`src/rtl/nbe_pkg.sv`:
```
// Shared types, constants and register codes for the neighbour bond energy block.
`timescale 1ns / 1ps

package nbe_pkg;

  // Field widths
  localparam int CELL_LABEL_BITS = 16;
  localparam int ENERGY_BITS     = 29;
  localparam int GRID_WIDTH_BITS = 11;
  localparam int GRID_HEIGHT_BITS = 16;
  localparam int CFG_DATA_BITS   = 16;
  localparam int CFG_INDEX_BITS  = 2;

  // Parameter defaults
  localparam int DEFAULT_MAX_WIDTH  = 1024;
  localparam int DEFAULT_LABEL_BITS = 16;

  // Register indexes
  localparam logic [CFG_INDEX_BITS-1:0] REG_GRID_WIDTH  = 2'd0;
  localparam logic [CFG_INDEX_BITS-1:0] REG_GRID_HEIGHT = 2'd1;
  localparam logic [CFG_INDEX_BITS-1:0] REG_BOND_MODE   = 2'd2;

  // Register reset values
  localparam logic [GRID_WIDTH_BITS-1:0]  GRID_WIDTH_RESET  = 11'd1024;
  localparam logic [GRID_HEIGHT_BITS-1:0] GRID_HEIGHT_RESET = 16'd1;
  localparam logic                        BOND_MODE_RESET   = 1'b0;

  // Bond mode codes
  localparam logic MODE_ORTHOGONAL = 1'b0;
  localparam logic MODE_DIAGONAL   = 1'b1;

  // Up to four bonds per cell
  localparam int BOND_BITS = 3;

  // Running total saturates here
  localparam logic [ENERGY_BITS-1:0] TOTAL_LIMIT = 29'd268435456;

  // Depth of the queue between front and back
  localparam int QUEUE_DEPTH = 4;

  // One classified cell: bonds it closes and whether it ends the grid
  typedef struct packed {
    logic [BOND_BITS-1:0] bonds;
    logic                 last;
  } bond_beat_t;

endpackage

```
`src/rtl/nbe_queue.sv`:
```
// Short queue of classified cells between front and back.
`timescale 1ns / 1ps

module nbe_queue
  import nbe_pkg::*;
(
  input  logic       clk,
  input  logic       rst,
  input  logic       flush,
  input  logic       push,
  input  bond_beat_t push_beat,
  output logic       ready,
  input  logic       pop,
  output bond_beat_t head,
  output logic       head_valid
);

  localparam int PW = $clog2(QUEUE_DEPTH);
  localparam int CW = $clog2(QUEUE_DEPTH + 1);

  bond_beat_t    slots [QUEUE_DEPTH];
  logic [PW-1:0] wr_ptr;
  logic [PW-1:0] rd_ptr;
  logic [CW-1:0] fill;

  assign ready      = (fill != CW'(QUEUE_DEPTH));
  assign head_valid = (fill != '0);
  assign head       = slots[rd_ptr];

  // Store pushed beats
  always_ff @(posedge clk) begin
    if (push) begin
      slots[wr_ptr] <= push_beat;
    end
  end

  // Advance pointers and fill level
  always_ff @(posedge clk) begin
    if (rst || flush) begin
      wr_ptr <= '0;
      rd_ptr <= '0;
      fill   <= '0;
    end else begin
      if (push) begin
        wr_ptr <= wr_ptr + 1'b1;
      end
      if (pop) begin
        rd_ptr <= rd_ptr + 1'b1;
      end
      if (push && !pop) begin
        fill <= fill + 1'b1;
      end else if (pop && !push) begin
        fill <= fill - 1'b1;
      end
    end
  end

endmodule

```
`config.mk`:
```
export PLATFORM = sky130hd
export DESIGN_NAME = nbe_queue
export DESIGN_NICKNAME = d
export VERILOG_FILES = /design/src/rtl/nbe_pkg.sv /design/src/rtl/nbe_queue.sv
export SDC_FILE = /design/constraint.sdc
export NUM_CORES = 1
export LEC_CHECK = 0
export BUFFER_PORTS_ARGS = -buffer_cell sky130_fd_sc_hd__buf_2
export CAP_MARGIN = 10
export CORE_ASPECT_RATIO = 1.1
export CORE_MARGIN = 1.5
export CORE_UTILIZATION = 53
export DETAILED_ROUTE_END_ITERATION = 16
export PLACE_DENSITY_LB_ADDON = 0.12
export RECOVER_POWER = 25
export SYNTH_ARGS = -nofsm -noshare
export SYNTH_HDL_FRONTEND = slang
export SYNTH_SLANG_ARGS = --single-unit
```
`constraint.sdc`:
```
create_clock -name clk -period 3.1 [get_ports clk]
set_clock_uncertainty 0.15 [all_clocks]
set_input_delay 0.62 -clock clk [delete_from_list [all_inputs] [get_ports clk]]
set_output_delay 0.62 -clock clk [all_outputs]
set_load 0.02 [all_outputs]
```
# Word level (Yosys, flattened, before mapping)

Memories as Yosys holds them, arrays and structs flattened. A register that Yosys moved wholly into a read port is not among the register bits.
Cells that the tools add are included.
W data, S select, Z words.

Memories kept: 1
Word-level logic and storage cells: 22
Bits in registers: 7
Output and inout port bits: 6
Bits in writable memories: 16
Bits of input ports: 9

Memory list:

| name  | words | width | read ports | clocked after Yosys merged registers in | wr ports | RTL line        | RTL |
|---|---|---|---|---|---|---|---|
| slots | 4     | 4     | 1          | 1                                       | 1        | nbe_queue.sv:21 | `bond_beat_t slots [QUEUE_DEPTH];` |

$add $sub $neg: 4
Reductions and logical operators: 7
Eq/ne operators: 1
Muxes and demuxes: 6

Operators by type and width:

| cell                  | number |
|---|---|
| $mux W3               | 2 |
| $add A2 B1 Y2 const B | 2 |
| $mux W2               | 2 |
| $add A3 B1 Y3 const B | 1 |
| $ne A3 B3 Y1 const B  | 1 |
| $reduce_bool A3 Y1    | 1 |
| $sub A3 B1 Y3 const B | 1 |
| $logic_and A1 B1 Y1   | 2 |
| $logic_not A1 Y1      | 2 |
| $mux W1               | 2 |
| $reduce_bool A2 Y1    | 1 |
| $logic_or A1 B1 Y1    | 1 |

# Longest topological paths before layout

Word-level depth: 4
Mapped depth: 7
Gate-level depth less buffers: 7

# Worst setup path after synthesis

Ideal clock, no wire load.

Path kind: input-to-reg
Start point: input pop
End point: register fill[2]
Arrival time: 1.791 ns
Required time: 2.880 ns
Slack: 1.089 ns
Buffers on the path: 0
Cell stages on the path: 7
Library setup time: 0.070 ns
Cells stage by stage: inv_1 -> ha_1 -> inv_1 -> fa_1 -> xor2_1 -> or3_1 -> a21oi_1

Longest elaborated chain between the ends: 3
Elaborated cells on any way between the ends: 5
Classes of those cells: mux (1); reduce/logical (4)

Ends and longest elaborated chain:

| what                                                 | RTL line        | RTL |
|---|---|---|
| start: declaration                                   | nbe_queue.sv:13 | `input logic pop,` |
| $logic_not A1 Y1                                     | nbe_queue.sv:50 | `if (push && !pop) begin` |
| $logic_and A1 B1 Y1                                  | nbe_queue.sv:50 |  |
| $mux W3 / $reduce_bool A2 Y1 (equally long branches) | -               |  |
| end signal: assignment                               | nbe_queue.sv:51 | `fill <= fill + 1'b1;` |
| end signal: assignment                               | nbe_queue.sv:53 | `fill <= fill - 1'b1;` |
| end: declaration                                     | nbe_queue.sv:24 | `logic [CW-1:0] fill;` |

Parallel ways exist; a longest one is shown, timed or not.
A chain may end at the register's enable or synchronous reset.

==> run_results.csv <==
group,metric,value,unit
outcome,status,"finished, violations left",
floorplan,coreArea,0.00178,sq mm
grt,overflow,0,
timing,rsz0062_at_grt,"no",
detailed_routing,drt-initial-drc-count,11,
detailed_routing,routed_wl,1390,microns
finish,nNetsFinal,99,
finish,final_cell_mix,"16 x edfxtp_1, 10 x buf_2, 9 x dfxtp_1, 8 x nor2_1, 5 x ha_1",
detailed_routing,vias_per_cell,5.16,
finish,final_common_cell,"edfxtp_1",
synthesis,synthesis.nets,81,
finish,fill_cells,145,
floorplan,die-height,48.9,microns
worst_setup_path,cpMaxStageDelayCell,"mux4_1",
grt,antenna_found_initial,0,
timing,maxSlewHeadroom,0.830,
clock_network,clk_latency,310,ps
synthesis,ys_top_cells_by_area,"edfxtp_1 47%, dfxtp_1 18%, ha_1 6.2%, mux4_1 5.2%, mux4_2 4.4%",
timing,worst_slew_pin_slew,255,ps
worst_setup_path,crit_family,"multiplexers",
floorplan,dieArea,0.00219,sq mm
detailed_routing,wl_per_cell,13.7,microns
worst_setup_path,critPathBufInv,1,
timing,finalCriticalPeriod,2290,ps
timing,hold_viol,0,
floorplan,pin_count,15,
worst_setup_path,required,2330,ps
timing,min_period_over_period,0.740,
clock_network,cts_buffer_depth,2,
synthesis,syn_inst,66,
clock_network,clock-root-buffer,"clkbuf_4",
clock_network,cts_sinks,25,
floorplan,start_util,0.570,
worst_setup_path,critPathKind,"reg2out",
timing,setup_viol,0,
worst_setup_path,cp_max_fo,4,
synthesis,synth_top_area_share,0.473,
grt,track_usage,0.153,
synthesis,yosysSeqAreaShare,0.651,
clock_network,clkTransAtPathRegs,130,ps
place,routabilityCongestion,0.634,
detailed_routing,firstDrtPassIters,9,
finish,antenna_cells,0,
clock_network,postCtsHoldBufs,0,
worst_setup_path,cp_slowest_stage_delay,570,ps
worst_setup_path,cp_data_arrival_time,1520,ps
power_and_ir_drop,peakVddDrop,0.314,mV
clock_network,cts_tree,"done",
detailed_routing,antenna_left,0,
clock_network,ctsResizeCount,0,
finish,drive_gt1_frac,0.193,
hold_path,min_path_type,"reg2reg",
clock_network,cts_max_level,1,
clock_network,cts_buffers,3,
synthesis,yosysWarnings,0,
outcome,violations,"design-rule violations",
place,dp_cells,97,
place,io_buffers,14,
power_and_ir_drop,power.leakage,0.429,nW
worst_setup_path,cp-end-kind,"output port",
worst_setup_path,start_kind,"flop",
finish,fin_cells,101,
finish,multi_input_area,335,sq um
timing,max_freq,436,MHz
finish,seq_area,661,sq um
floorplan,num_rows,16,
timing,setup_tns,0,ps
place,dp_hpwl,1110,microns
detailed_routing,num_vias,521,
worst_setup_path,cp_cell_sequence,"mux4_1 > buf_2",
synthesis,avgSynthCellArea,15.4,sq um
grt,grt_max_degree,16,
power_and_ir_drop,powerDensity,509,mW/mm^2
grt,grt_pass1_vias,524,
floorplan,die_width,44.7,microns
finish,areaGrowthSynthToFinish,11.2,%
detailed_routing,drc,3,
synthesis,synth_top_cell_by_area,"edfxtp_1",
clock_network,postCtsSetupBuffers,0,
synthesis,ys_ff_latch,25,
timing,maxSlewViolCount,0,
grt,grt_first_pass_wirelength,2300,microns
synthesis,synth_area,0.00101,sq mm
run,drv_cap,0,
synthesis,yosysUniqueCellTypes,18,
state kept, by name, indices dropped and copies added, names as in the netlist, named ones only:
signal,cells
rd_ptr,2
slots,16
fill,3
wr_ptr,2
cell type report:
class | instances | share of cell area
Clock buffer | 3 | 0.0200
Clock inverter | 1 | 0.00665
Inverter | 4 | 0.0133
Multi-Input combinational cell | 36 | 0.297
Sequential cell | 25 | 0.585
Tap cell | 18 | 0.0200
Timing Repair Buffer | 14 | 0.0576
path summary, 6_finish.rpt:
check                             start      end  depth (start not counted)  slack [ps]
worst min-delay path            fill[2]  fill[2]                          2         380
worst min register to register  fill[2]  fill[2]                          2         380
worst max register to register  fill[0]  fill[2]                          4        1470
worst max-delay path               flop  head[0]                          2         810
stage by stage:
stage	utilization	instance area, sq um	total power, W	setup WS (ps)	hold slack (ps)
detailed placement	0.619	1100	0.000441	870	361
CTS	0.636	1130	0.000581	774	358
finish	0.633	1130	0.000574	806	383
global placement	0.619	1100	0.000439	914	341
global route	0.633	1130	0.000604	676	403
floorplan	-	1010	0.000420	1090	318
report_power, final:
| part | leakage, nW | internal (W) | switching [W] |
|---|---|---|---|
| clock network | 0.0139 | 0.0000492 | 0.0000933 |
| logic | 0.194 | 0.0000271 | 0.0000324 |
| registers | 0.220 | 0.000365 | 0.00000725 |
cell usage after synthesis:
cell type   n
nor2_1      8
inv_1       4
or3_1       2
a21oi_1     1
ha_1        5
clkbuf_1    1
dfxtp_1     9
o21ai_0     1
xnor2_1     2
fa_1        1
mux4_1      2
edfxtp_1   16
mux2i_1     2
nand2_1     2
or2_1       1
and2_1      4
mux4_2      2
xor2_1      3
kinds of logic (layout without fill, tap and decap cells):
kind of cell | Yosys count | count (layout) | synth area share
DFF | 25 | 25 | 0.651
muxes | 6 | 6 | 0.116
AOI/OAI and AO/OA | 2 | 2 | 0.00985
buffers and inverters | 5 | 22 | 0.0185
adders and majority gates | 6 | 6 | 0.0814
xor gates and xnor gates | 5 | 5 | 0.0432
and+or+nand+nor | 17 | 17 | 0.0801
metal layers:
metal	share of wire	vias up	GRT usage
li1	-	268	-
met3	0.037	4	0.0333
met4	0.022	0	0.0909
met1	0.43	236	0.174
met5	0	-	0
met2	0.51	13	0.254
worst register-to-register path, stage by stage (launching register included):
cell and delay (ps):
dfxtp_1 380, fa_1 440, xor2_1 160, or3_1 300, a21oi_1 140
Note: power is estimated with default switching activity, not from simulation.
