`src/rtl/nbe_pkg.sv`:
```
// Shared types, constants and register codes for the neighbour bond energy block.
`timescale 1ns / 1ps

package nbe_pkg;

  // Field widths
  localparam int CELL_LABEL_BITS = 16;
  localparam int ENERGY_BITS     = 29;
  localparam int GRID_WIDTH_BITS = 11;
  localparam int GRID_HEIGHT_BITS = 16;
  localparam int CFG_DATA_BITS   = 16;
  localparam int CFG_INDEX_BITS  = 2;

  // Parameter defaults
  localparam int DEFAULT_MAX_WIDTH  = 1024;
  localparam int DEFAULT_LABEL_BITS = 16;

  // Register indexes
  localparam logic [CFG_INDEX_BITS-1:0] REG_GRID_WIDTH  = 2'd0;
  localparam logic [CFG_INDEX_BITS-1:0] REG_GRID_HEIGHT = 2'd1;
  localparam logic [CFG_INDEX_BITS-1:0] REG_BOND_MODE   = 2'd2;

  // Register reset values
  localparam logic [GRID_WIDTH_BITS-1:0]  GRID_WIDTH_RESET  = 11'd1024;
  localparam logic [GRID_HEIGHT_BITS-1:0] GRID_HEIGHT_RESET = 16'd1;
  localparam logic                        BOND_MODE_RESET   = 1'b0;

  // Bond mode codes
  localparam logic MODE_ORTHOGONAL = 1'b0;
  localparam logic MODE_DIAGONAL   = 1'b1;

  // Up to four bonds per cell
  localparam int BOND_BITS = 3;

  // Running total saturates here
  localparam logic [ENERGY_BITS-1:0] TOTAL_LIMIT = 29'd268435456;

  // Depth of the queue between front and back
  localparam int QUEUE_DEPTH = 4;

  // One classified cell: bonds it closes and whether it ends the grid
  typedef struct packed {
    logic [BOND_BITS-1:0] bonds;
    logic                 last;
  } bond_beat_t;

endpackage

```
`src/rtl/nbe_if.sv`:
```


interface nbe_energy_if
  import nbe_pkg::*;
  ();
  logic                          valid;
  logic                          ready;
  logic signed [ENERGY_BITS-1:0] grid_energy;

  modport source (output valid, output grid_energy, input ready);
  modport sink (input valid, input grid_energy, output ready);
endinterface

```
`src/rtl/nbe_back.sv`:
```
// Back end: accumulate bonds with saturation and emit the grid energy.
`timescale 1ns / 1ps

module nbe_back
  import nbe_pkg::*;
(
  input  logic       clk,
  input  logic       rst,
  input  logic       restart,
  input  bond_beat_t head,
  input  logic       head_valid,
  output logic       pop,
  nbe_energy_if.source energy_out
);

  logic [ENERGY_BITS-1:0] bond_total;
  logic [ENERGY_BITS-1:0] sum;
  logic [ENERGY_BITS-1:0] sum_sat;
  logic                   out_valid;
  logic [ENERGY_BITS-1:0] energy;

  // Take a beat unless it ends a grid and the result slot is still full
  assign pop = head_valid && (!head.last || !out_valid || energy_out.ready);

  assign sum     = bond_total + ENERGY_BITS'(head.bonds);
  assign sum_sat = (sum > TOTAL_LIMIT) ? TOTAL_LIMIT : sum;

  assign energy_out.valid       = out_valid;
  assign energy_out.grid_energy = $signed(energy);

  // Accumulate and hold the result beat
  always_ff @(posedge clk) begin
    if (rst) begin
      bond_total <= '0;
      out_valid  <= 1'b0;
    end else begin
      if (pop && head.last && !restart) begin
        out_valid <= 1'b1;
      end else if (out_valid && energy_out.ready) begin
        out_valid <= 1'b0;
      end
      if (restart) begin
        bond_total <= '0;
      end else if (pop) begin
        if (head.last) begin
          bond_total <= '0;
        end else begin
          bond_total <= sum_sat;
        end
      end
    end
  end

  // Negate the total into the result register
  always_ff @(posedge clk) begin
    if (pop && head.last && !restart) begin
      energy <= ENERGY_BITS'(0) - sum_sat;
    end
  end

endmodule

```
`src/flat_wrapper.sv`:
```
// flat-port wrapper written by rule: the top's interface ports become plain ports
module nbe_back_flat import nbe_pkg::*;
  (clk, rst, restart, head, head_valid, pop, energy_out_valid, energy_out_grid_energy, energy_out_ready);
  nbe_energy_if energy_out_i ();
  input  logic clk;
  input  logic rst;
  input  logic restart;
  input  bond_beat_t head;
  input  logic head_valid;
  output logic pop;
  output wire logic [$bits(energy_out_i.valid)-1:0] energy_out_valid;
  output wire logic [$bits(energy_out_i.grid_energy)-1:0] energy_out_grid_energy;
  input wire logic [$bits(energy_out_i.ready)-1:0] energy_out_ready;
  assign energy_out_valid = energy_out_i.valid;
  assign energy_out_grid_energy = energy_out_i.grid_energy;
  assign energy_out_i.ready = energy_out_ready;
  nbe_back u_core (.clk(clk), .rst(rst), .restart(restart), .head(head), .head_valid(head_valid), .pop(pop), .energy_out(energy_out_i));
endmodule
```
`config.mk`:
```
export PLATFORM = sky130hd
export DESIGN_NAME = nbe_back_flat
export DESIGN_NICKNAME = d
export VERILOG_FILES = /design/src/rtl/nbe_pkg.sv /design/src/rtl/nbe_if.sv /design/src/rtl/nbe_back.sv /design/src/flat_wrapper.sv
export SDC_FILE = /design/constraint.sdc
export NUM_CORES = 1
export LEC_CHECK = 0
export BUFFER_PORTS_ARGS = -buffer_cell sky130_fd_sc_hd__buf_2
export CAP_MARGIN = 20
export CORE_UTILIZATION = 38
export CTS_CLUSTER_DIAMETER = 40
export DETAILED_ROUTE_END_ITERATION = 6
export GPL_TIMING_DRIVEN = 0
export SLEW_MARGIN = 10
export SYNTH_ARGS = -nofsm -noshare
export SYNTH_HDL_FRONTEND = slang
export SYNTH_SLANG_ARGS = --single-unit
```
`constraint.sdc`:
```
create_clock -name clk -period 13 [get_ports clk]
set_clock_uncertainty 0.15 [all_clocks]
set_input_delay 2.6 -clock clk [delete_from_list [all_inputs] [get_ports clk]]
set_output_delay 2.6 -clock clk [all_outputs]
set_load 0.05 [all_outputs]
```
* Word-level counts from Yosys, hierarchy flattened
Cells that the tools add are included.
W data, S select, Z words.
** Storage, ports and cells
- Output and inout bits :: 31
- Register bits :: 59
- Logic and storage cells :: 21
- Input port bits :: 9
** Cells by class
- $add $sub $neg :: 2
- Reduce and logical (&&, ||, !) cells :: 11
- $lt $le $gt $ge :: 1
- Muxes and demuxes :: 4
** Operators with widths (number)
- $mux W29 :: 2
- $add A29 B3 Y29 :: 1
- $gt A29 B29 Y1 const B :: 1
- $sub A1 B29 Y29 const A :: 1
- $logic_and A1 B1 Y1 :: 4
- $logic_not A1 Y1 :: 3
- $logic_or A1 B1 Y1 :: 2
- $mux W1 :: 2
- $reduce_bool A2 Y1 :: 1
- $reduce_or A2 Y1 :: 1

* Longest topological paths before layout
- Word-level depth :: 7
- Depth in mapped cells :: 20
- Mapped depth without buffers :: 18

* Least setup slack after synthesis
OpenSTA, ideal clock, no wires.
- Path type :: input-to-reg
- Start :: in head[1] in the netlist's numbering
- End :: reg u_core.energy[26] (netlist: u_core.energy_out.grid_energy[26]) (data pin)
- Stages :: 20
- Path slack :: 6.321 ns
- Data required time :: 12.589 ns
- Arrival :: 6.268 ns
- Buffers on the path :: 2
- Library setup time :: 0.261 ns
- Path through :: ha_1 > inv_1 > fa_1 > nand2b_1 > a211oi_1 > buf_2 > a2111oi_0 > a211o_2 > and2_2 > a31o_4 > buf_6 > and2_1 > inv_1 > ha_1 > clkinv_1 > a21oi_1 > o2111ai_1 > nor2_1 > xnor2_1 > a21oi_1
** Between the ends
- Longest elaborated chain between the ends :: 4
** Ends and longest elaborated chain
- start: declaration :: line flat_wrapper.sv:8 : input bond_beat_t head;
- $add A29 B3 Y29 * :: line nbe_back.sv:25 : assign sum = bond_total + ENERGY_BITS'(head.bonds);
- $gt A29 B29 Y1 :: line nbe_back.sv:26 : assign sum_sat = (sum > TOTAL_LIMIT) ? TOTAL_LIMIT : sum;
- $mux W29 * :: line nbe_back.sv:26
- named net u_core.sum_sat[0] :: line nbe_back.sv:18 : logic [ENERGY_BITS-1:0] sum_sat;
- $sub A1 B29 Y29 * :: line nbe_back.sv:57 : energy <= ENERGY_BITS'(0) - sum_sat;
- end signal: assignment :: line nbe_back.sv:57
- end: declaration :: line nbe_back.sv:20 : logic [ENERGY_BITS-1:0] energy;
Mark *: on every way through the listed nets, which the timed path passes. The rest lies on a longest branch.
A chain may end at the register's enable or synchronous reset.

* Final worst setup path
- Start :: in head[1] in the netlist's numbering
- End :: reg u_core.energy[22] (netlist: u_core.energy_out.grid_energy[22]) (data pin)
The elaborated chain is that of the path after synthesis.

==> flow_summary_export.csv <==
group,metric,value,unit
finish,syn_to_final_growth,13.65,%
die,die_y,107.7,microns
power,vdd_drop_max,47.19,uV
synth,synth-compound-area-share,21.43,%
detailed_routing,wl,11810,microns
power,power.internal,0.3069,mW
global_routing,grt_start_max_net_pins,14,
worst_setup_path,worst-path-buf-inv,6,
timing,slew_viol_final,0,
synth,seq_area_frac_synth,34.66,%
finish,drive_gt1_share,19.81,%
detailed_routing,wl_per_cell,17.37,microns
synth,synth-edff-count,29,
worst_setup_path,critPathTopFamily,"compound AO/OA/AOI/OAI gates",
power,switching_share,25.94,%
finish,fin_util,44.51,%
synth,ys_seq_elements,59,
global_routing,gr-total-overflow,0,
timing,slew_headroom,25.53,%
worst_setup_path,endpoint_kind,"register",
detailed_routing,ant_nets,0,
synth,synth_top_area_cell,"edfxtp_1",
die,dieArea,11600,sq um
worst_setup_path,critPathRequiredTime,12950,ps
timing,min_period,7295,ps
global_routing,grt_pass1_wl,18670,microns
timing,tightest_slew,1109,ps
place,hpwlAfterDp,8856,microns
synth,yosys.area.top_type_share,20.51,%
timing,fmax,137.1,MHz
run_status,status,"complete, no violations",
clocking,cts_buffers,9,
clocking,root_buffer,"clkbuf_8",
synth,synth_cell_types,74,
clocking,cts_tree,"built",
worst_setup_path,slowest_delay,450,ps
clocking,hold_buffers,0,
timing,period_share,56.12,%
global_routing,grt_pass1_vias,3536,
worst_hold_path,hp-class,"reg2reg",
place,gp_congestion,0.9054,
synth,syn-cell-area,4245,sq um
synth,synth_area_per_cell,8.789,sq um
synth,synthTopCellsByArea,"edfxtp_1 (21%), dfxtp_1 (14%), xnor2_1 (5.2%), nor2_1 (3.7%), o21ai_0 (3.7%)",
global_routing,grt_antenna_before_repair,0,
timing,rsz0062_at_grt,"no",
synth,async_flop_share,0,%
worst_setup_path,critPathArrivalTime,7250,ps
power,p_seq_share,48.2,%
power,comb_power_share,11.3,%
synth,syn_nets,497,
clocking,cts.clk_slew.worst_paths,70,ps
synth,synthMuxAreaShare,1.886,%
synth,ys.warnings.count,0,
worst_setup_path,worstPathCellList,"buf_2 -> ha_1 -> inv_1 -> fa_1 -> nand2b_1 -> a211oi_1 -> buf_2 -> nand3_1 -> nor2_1 -> xnor2_1 -> a31o_4 -> buf_6 -> and2_1 -> inv_1 -> ha_1 -> clkinv_1 -> a21oi_1 -> o2111ai_1 -> o21a_1 -> o21ai_0 -> nand2_1",
synth,synth_top_family_by_area,"simple AND/OR/NAND/NOR gates",
worst_setup_path,crit_path_max_fanout,10,
clocking,cts_setup_buffers,0,
place,io_buffers,39,
detailed_routing,num_vias,3953,
synth,synthCells,483,
power,switchingPower,0.1075,mW
power,power_leakage,1.722,nW
die,core,10840,sq um
die,io_pins,40,
synth,synth_fa_ha_area_share,1.650,%
timing,setup-violations-final,0,
power,p_clk_share,40.5,%
finish,n_antenna_cell,0,
detailed_routing,post-route-drc-count,0,
worst_setup_path,cp_slowest_cell,"fa_1",
clocking,cts.sinks,59,
timing,fin_tns_setup,0,ps
timing,hold_violations,0,
die,start_util,39.16,%
synth,synth-simple-area-share,23.96,%
die,dieWidth,107.7,microns
clocking,cts_resized,0,
detailed_routing,drtIter0Drc,279,
detailed_routing,drt_pass1_iterations,5,
detailed_routing,via_per_inst,5.813,
finish,final_common_cell,"buf_2",
finish,nNetsFinal,549,
synth,yosys.area_share.xor_xnor,8.252,%
clocking,clock_latency,350,ps
global_routing,grtUsageTotal,21.24,%
flow_run,cap_viol_max_count,0,
worst_setup_path,start_kind,"input port",
worst_setup_path,worstSetupPathType,"in2reg",
synth,synthFlopType,"dfxtp_1",
finish,most-common-layout-cells,"buf_2 (48), nor2_1 (42), nand2_1 (39)",
clocking,clockBufferDepth,2,
power,power.density,85.89,nW/um^2
clocking,htreeDepth,3,
die,num_rows,38,
==> worst reg2reg max path, cell delays in order (launching register included) <==
cell	delay (ps)
dfxtp_1	340
ha_1	190
inv_1	60
fa_1	450
nand2b_1	260
a211oi_1	350
buf_2	300
nand3_1	130
nor2_1	230
xnor2_1	350
a31o_4	370
buf_6	160
and2_1	170
inv_1	50
ha_1	220
clkinv_1	270
a21oi_1	260
o2111ai_1	270
o21a_1	270
o21ai_0	160
nand2_1	70
==> metal layers <==
layer,share of wire [%],global-route usage (%),vias to the layer above
met3,4.9,3.148,30
met2,46,34.80,132
met4,2.8,8.513,0
li1,-,-,1898
met5,0,0,-
met1,46,27.91,1893
==> cells in the mapped netlist, types with 9 or more instances <==
master and instances:
nor2_1 42, nand2_1 39, o21ai_0 31, dfxtp_1 30, nand3_1 30, edfxtp_1 29
xnor2_1 25, a21oi_1 22, clkbuf_1 15, xor2_1 15, and3_1 14, nor3_1 13
a31oi_1 11, inv_1 11, nand4_1 11, buf_2 9
==> flip-flops by register name (all words and copies together), names as in the netlist <==
signal	flops
u_core.energy_out.valid	1
u_core.bond_total	29
u_core.energy_out.grid_energy	29
==> cells by family (layout without fill, tap and decap cells) <==
kind of cell,after synthesis,in the layout
AND/OR/NAND/NOR,194,194
AO/OA/AOI/OAI,126,126
flip-flops,59,59
buffers and inverters,51,108
XOR/XNOR,40,40
multiplexers,8,8
adder cells (fa/ha/maj),5,5
==> power by group through the flow <==
| stage | Combinational (mW) | Clock (mW) | Sequential (mW) |
|---|---|---|---|
| floorplan | 0.0240 | 0 | 0.215 |
| global placement | 0.0455 | 0 | 0.204 |
| detailed placement | 0.0464 | 0 | 0.204 |
| CTS | 0.0466 | 0.171 | 0.200 |
| global route | 0.0504 | 0.180 | 0.200 |
| finish | 0.0467 | 0.168 | 0.200 |
==> layout make-up <==
| type | count | area, sq um |
|---|---|---|
| flip-flops and latches | 59 | 1471 |
| well taps | 140 | 175.2 |
| repair buffers | 41 | 210.2 |
| inverters | 12 | 45.04 |
| clock buffers | 13 | 148.9 |
| clock inverters | 3 | 40.04 |
| fillers | 1080 | 6016 |
| plain buffers | 39 | 301.5 |
| multi-input cells | 373 | 2432 |
==> worst paths after layout <==
check | start | to | slack, ps | depth (start not counted)
worst max-delay path | head[1] | u_core.energy_out.grid_energy[22] | 5700 | 21
worst min-delay path | u_core.bond_total[2] | u_core.bond_total[2] | 320 | 2
worst max register to register | u_core.bond_total[0] | u_core.energy_out.grid_energy[22] | 7680 | 20
worst min register to register | u_core.bond_total[2] | u_core.bond_total[2] | 320 | 2
==> metrics by stage <==
stage	setup slack [ps]	hold WS [ps]	cells	power, mW	area [sq um]
2_1_floorplan	6321	279.1	483	0.2391	4245
3_3_place_gp	5469	290.3	662	0.2497	4616
3_5_place_dp	5449	304.0	664	0.2504	4636
4_1_cts	5787	318.0	680	0.4180	4825
5_1_grt	5399	342.0	680	0.4300	4825
6_report	5705	315.8	680	0.4144	4825
No activity file was read; power rests on OpenSTA's default activity.
